`src/design/rtss_pkg.sv`:
```
// rtss_pkg: shared types, codes and the record ordering function for the
// record table block. No dependencies.
package rtss_pkg;

	typedef enum logic [2:0] {
		CMD_APPEND   = 3'd0,
		CMD_SET_INFO = 3'd1,
		CMD_SORT_KEY = 3'd2,
		CMD_SORT_POS = 3'd3,
		CMD_SORT_EVL = 3'd4,
		CMD_FIND     = 3'd5,
		CMD_READ     = 3'd6,
		CMD_NONE     = 3'd7
	} cmd_t;

	typedef enum logic [1:0] {
		ST_OK        = 2'd0,
		ST_FULL      = 2'd1,
		ST_BAD_INDEX = 2'd2,
		ST_NOT_FOUND = 2'd3
	} status_t;

	typedef struct packed {
		logic [30:0] key;
		logic [3:0]  position;
		logic [7:0]  evaluation;
	} rec_t;

	typedef struct packed {
		cmd_t        command;
		logic [30:0] key;
		logic [5:0]  slot;
		logic [3:0]  new_position;
		logic [7:0]  new_evaluation;
	} req_t;

	typedef struct packed {
		status_t     status;
		logic [5:0]  found_slot;
		logic [30:0] rec_key;
		logic [3:0]  rec_position;
		logic [7:0]  rec_evaluation;
		logic [6:0]  entry_count;
	} rsp_t;

	typedef enum logic [2:0] {
		OP_HOLD,
		OP_ROTATE,
		OP_SORT,
		OP_WR_KEY,
		OP_WR_INFO
	} cell_op_t;

	typedef struct packed {
		cell_op_t    op;
		cmd_t        mode;
		logic [30:0] key;
		logic [3:0]  position;
		logic [7:0]  evaluation;
	} cell_ctrl_t;

	typedef enum logic [2:0] {
		S_IDLE,
		S_ALIGN,
		S_ACT,
		S_SEARCH,
		S_SORT,
		S_DONE
	} state_t;

	// true when record a belongs after record b
	function automatic logic comes_after(input cmd_t mode, input rec_t a, input rec_t b);
		logic r;
		unique case (mode)
			CMD_SORT_KEY: r = a.key > b.key;
			CMD_SORT_POS: r = a.position > b.position;
			default:      r = a.evaluation < b.evaluation;
		endcase
		return r;
	endfunction

endpackage

```
`src/design/rtss_cell.sv`:
```
// rtss_cell: one table slot; rotates with its neighbour, does odd-even
// compare and exchange, takes writes. Depends on rtss_pkg.
module rtss_cell (
	input  logic               clk,
	input  rtss_pkg::cell_ctrl_t ctrl,
	input  logic               pair_en,
	input  logic               swap_left,
	input  rtss_pkg::rec_t     rec_left,
	input  rtss_pkg::rec_t     rec_right,
	output logic               swap_out,
	output rtss_pkg::rec_t     rec
);
	import rtss_pkg::*;

	rec_t rec_q;

	assign rec = rec_q;
	assign swap_out = pair_en && comes_after(ctrl.mode, rec_q, rec_right);

	always_ff @(posedge clk) begin
		unique case (ctrl.op)
			OP_ROTATE: rec_q <= rec_right;
			OP_SORT: begin
				if (swap_out) begin
					rec_q <= rec_right;
				end else if (swap_left) begin
					rec_q <= rec_left;
				end
			end
			OP_WR_KEY: begin
				rec_q.key        <= ctrl.key;
				rec_q.position   <= '0;
				rec_q.evaluation <= '0;
			end
			OP_WR_INFO: begin
				rec_q.position   <= ctrl.position;
				rec_q.evaluation <= ctrl.evaluation;
			end
			default: rec_q <= rec_q;
		endcase
	end

endmodule

```
`config.mk`:
```
export PLATFORM = sky130hd
export DESIGN_NAME = rtss_cell
export DESIGN_NICKNAME = d
export VERILOG_FILES = /design/src/design/rtss_pkg.sv /design/src/design/rtss_cell.sv
export SDC_FILE = /design/constraint.sdc
export NUM_CORES = 1
export LEC_CHECK = 0
export BUFFER_PORTS_ARGS = -buffer_cell sky130_fd_sc_hd__buf_2
export CAP_MARGIN = 15
export CORE_ASPECT_RATIO = 1.5
export CORE_MARGIN = 3
export CORE_UTILIZATION = 41
export CTS_BUF_LIST = sky130_fd_sc_hd__clkbuf_2
export DETAILED_ROUTE_END_ITERATION = 16
export PLACE_DENSITY_LB_ADDON = 0.15
export SLEW_MARGIN = 20
export SYNTH_ARGS = -nofsm -noshare
export SYNTH_HDL_FRONTEND = slang
export SYNTH_SLANG_ARGS = --single-unit
export TNS_END_PERCENT = 30
```
`constraint.sdc`:
```
create_clock -name clk -period 3.65 [get_ports clk]
set_input_delay 0.365 -clock clk [delete_from_list [all_inputs] [get_ports clk]]
set_output_delay 0.365 -clock clk [all_outputs]
set_load 0.02 [all_outputs]
```
== Word-level counts from Yosys, hierarchy flattened ==
Index checks and enable logic that the tools add are counted.
Word-level totals
  output and inout bits: 44
  input port bits: 138
  logic and storage cells: 23
  bits in registers: 43
Cells by class
  equality and inequality tests: 7
  reductions and logical operators: 5
  magnitude comparators: 3
  mux-type cells: 5
Operator list (count)
  $pmux 31 s3: 1
  $mux 43: 2
  $pmux 12 s4: 1
  $gt 31x31->1: 1
  $eq 3x2->1 const B: 4
  $lt 8x8->1: 1
  $gt 4x4->1: 1
  $reduce_and 2->1: 2
  $reduce_bool 4->1: 1
  $eq 3x1->1 const B: 1
  $eq 3x3->1 const B: 1
  $ne 3x3->1 const B: 1
  $reduce_bool 3->1: 1
  $pmux 1 s2: 1
  $logic_and 1x1->1: 1

== Depth between registers and ports, before layout ==
  word-level depth: 5
  depth in mapped cells: 10
  gate-level depth less buffers: 8

== Worst setup path after synthesis ==
Ideal clock, no wire load.
  kind: reg-to-reg
  from: register rec_q (netlist bit rec[41])
  to: register rec_q (netlist bit rec[12]) (enable)
  path slack: 356 ps
  cell stages (with the launch flop): 9
  arrival time: 2908 ps
  buffers on the path: 1
  required time: 3264 ps
  cell sequence: edfxtp_1 -> ha_1 -> nand4_2 -> nor4_2 -> or3b_1 -> a31oi_4 -> clkbuf_1 -> o41ai_1 -> inv_1
Between the ends
  cells in the longest elaborated chain, start to end: 5
RTL lines
  start, declared: RTL line rtss_cell.sv:15  | rec_t rec_q;
  start signal, assigned: RTL line rtss_cell.sv:22  | OP_ROTATE: rec_q <= rec_right;
  start signal, assigned: RTL line rtss_cell.sv:25  | rec_q <= rec_right;
  start signal, assigned: RTL line rtss_cell.sv:27  | rec_q <= rec_left;
  $gt 31x31->1: RTL line rtss_pkg.sv:75  | CMD_SORT_KEY: r = a.key > b.key;
  $pmux 1 s2: RTL line rtss_pkg.sv:74  | unique case (mode)
  $logic_and 1x1->1: RTL line rtss_cell.sv:18  | assign swap_out = pair_en && comes_after(ctrl.mode, rec_q, rec_right);
  $ne 3x3->1 (no source line)
  $reduce_and 2->1 (no source line)
No other way between the ends.
A chain may end at the register's enable or synchronous reset.

== Final worst setup path ==
  from: register rec_q (netlist bit rec[38])
  to: output port swap_out
Between the ends
  cells in the longest elaborated chain, start to end: 3
RTL lines
  $gt 31x31->1: RTL line rtss_pkg.sv:75
  $pmux 1 s2: RTL line rtss_pkg.sv:74
  $logic_and 1x1->1: RTL line rtss_cell.sv:18
  end, declared: RTL line rtss_cell.sv:10  | output logic swap_out,
No other way between the ends.

==> impl_metrics.toml <==
[synthesis]
yosysTopAreaCell = "edfxtp_1"
ys_types = 36
synth_nets = 686
synth_top_area_share_pct = 31.9
syn_inst = 506
synth.area.mux_share_pct = 0
yosysWarnings = 0
synth_compound_area_share_pct = 23.4
synth_top_family_by_area = "compound AO/OA/AOI/OAI gates"
syn_avg_cell_area_um2 = 8.00
synth_xor_area_share_pct = 0
synth_most_common_cell = "nand2_1"
synth_simple_gate_area_share_pct = 23.2
synth-adder-area-share_pct = 13.0
ys_ff_latch = 43
synth_area_leaders = "edfxtp_1 32%, ha_1 13%, nand2_1 13%"
synth_edf_count = 43
synth-main-ff-cell = "edfxtp_1"
synth_area_um2 = 4050
async_flop_share_pct = 0
synthTopCellsByCount = "140 x nand2_1, 48 x o21ai_0, 45 x inv_1"
ys_seq_area_share_pct = 31.9

[sta]
hold_violations = 0
slew_headroom_pct = 29.0
drv_slew = 0
min_period_ns = 3.40
grt_setup_unrepaired = "no"
clock.fmax_ghz = 0.294
finClkSkew_ns = 0.0137
finalWorstSetupSlack_ns = 0.251
setup_viol = 0
fin_crit_sh_pct = 93.1
worst_pin_slew_ns = 1.06
tns_ns = 0

[drt]
final_antenna_net_count = 0
wl_per_cell_um = 17.4
routed_wl_um = 13500
drtPass1Iterations = 5
avgViaCountPerCell = 5.66
first_iter_violations = 214
drc = 0
num_vias = 4418

[cells_and_area]
register_area_um2 = 1290
fillCellCount = 935
finalNetCount = 847
largest_register_ffs = 43
area_growth_pct = 25.6
antenna_cells = 0
final_layout_size_suffix_gt1_share_pct = 31.6
multiInputGateArea_um2 = 2460

[floorplanning]
die_h_um = 128
die_w_um = 87.2
initial_core_util_pct = 43.0
coreArea_um2 = 9420
rows = 43
die-area_um2 = 11100
boundaryPins = 182

[place]
dp_hpwl_um = 9710
numPortBuffers = 181
gp_congestion = 0.835
dp_slack_ns = 0.297

[worst_setup_path]
rrSetupSlack_ns = 0.33
crit_required_ns = 3.28
crit_chain = "ha_1 > nand4_1 > nor4_2 > or3b_1 > a31oi_4 > or3_4 > buf_2"
r2r_cells = 8
max_stage_delay_ns = 0.47
endpoint_kind = "primary output"
path_delay_family = "simple AND/OR/NAND/NOR gates"
crit_buf_inv = 1
path_max_fanout = 19
crit_end = "swap_out"
worstSetupStartpoint = "rec[38]$_DFFE_PP_"
rr_endpoint = "rec[8]$_DFFE_PP_"
reg2reg_from = "rec[38]$_DFFE_PP_"
start_kind = "flip-flop"
critPathSlowestCell = "edfxtp_1"
cp.depth = 7
worstSetupPathType = "reg2out"
crit_arrival_ns = 3.03

[grt]
antenna_found_initial = 0
grt_pass1_wl_um = 20600
overflow = 0
first_global_vias = 4326
grt_max_degree = 75
grtUsageTotal_pct = 23.1

[clock_tree]
root_buffer = "clkbuf_2"
clock-sinks = 43
cts_setup_buffers = 0
cts_htree_levels = 2
numCtsBuffers = 5
ctsHoldBuffers = 0
clkSlewWorstSetupHoldPaths_ns = 0.24
cts.path.max_buffers = 2
cts_tree = "built"
worstSkewPairLatency_ns = 0.43

[power]
ir_drop_mv = 0.145
power.density_nw_per_um2 = 273
p_leak_nw = 2.41

[hold_path]
hold_class = "in2reg"

[run_status]
status = "completed"

[flow_run]
maxCapViolations = 0
power breakdown:
group / switching [mW] / internal (mW) / total (mW)
sequential: 0.0242 / 0.602 / 0.626
combinational: 0.328 / 0.213 / 0.540
clock: 0.175 / 0.0461 / 0.221
total: 0.527 / 0.861 / 1.39
through the flow:
stage                     total power, mW  hold WS, ns  util, %  cells  area (um^2)
final                                1.39        0.256     54.0    780         5090
after global routing                 1.47        0.246     54.0    780         5090
after CTS                            1.39        0.250     54.0    779         5080
after detailed placement             1.17        0.713     53.5    771         5040
after global placement               1.16        0.700     53.5    771         5040
after floorplan                     0.961        0.595        -    506         4050
how the worst min path moves through the flow:
stage / start / endpoint / depth (start not counted)
after detailed placement: ctrl[9] / rec[9]$_DFFE_PP_ / 3
after global routing: rec_right[30] / rec[30]$_DFFE_PP_ / 2
after global placement: ctrl[9] / rec[9]$_DFFE_PP_ / 3
after CTS: ctrl[6] / rec[6]$_DFFE_PP_ / 3
final: ctrl[9] / rec[9]$_DFFE_PP_ / 3
after floorplan: rec_right[37] / rec[37]$_DFFE_PP_ / 1
cell type report:
class	count	share of cell area [%]
multi-input cells	380	48.4
flip-flops and latches	43	25.4
repair buffers	192	19.4
inverters	45	3.32
well taps	112	2.75
clock buffers	6	0.590
clock inverters	2	0.148
kinds of logic (layout without fill, tap and decap cells):
| group | after synthesis | in the layout |
|---|---|---|
| fa+ha+maj | 42 | 42 |
| buf+inv | 84 | 245 |
| compound gates | 132 | 132 |
| simple gates | 205 | 206 |
| flops | 43 | 43 |
layout by cell type (no fill, tap or decap), types with 3 or more instances in the layout:
cell      count
ha_1         42
nand4_1       6
clkbuf_2      6
inv_1        45
nor2_1        6
a21o_1        3
a311o_1      31
nor4_1       32
buf_2       181
edfxtp_1     43
nand2_1     140
o311ai_0     12
nand3_1       4
buf_4        11
nand2b_1      3
a31oi_4       3
o21ai_0      48
o211ai_1     14
a21oi_1      14
tightest hold or removal path: cells and delay by family:
family,cells,cell delay (ns)
compound gates,2,0.16
buf+inv,1,0.07
routing by layer:
metal  vias to the layer above  wire [um]  global-route usage (%)
met5                         -          0                       0
met4                         0        103                    4.43
met3                        10        987                    2.96
met2                       191       7050                    42.7
met1                      2021       5400                    28.4
li1                       2196          -                       -
timing repair:
item                                    CTS  global route
resized for setup                         1             0
pin swaps                                 0             1
endpoints found under the setup margin    1             1
endpoints found under the hold margin     0             0
gates cloned                              0             1
No activity file was read; power rests on OpenSTA's default activity.
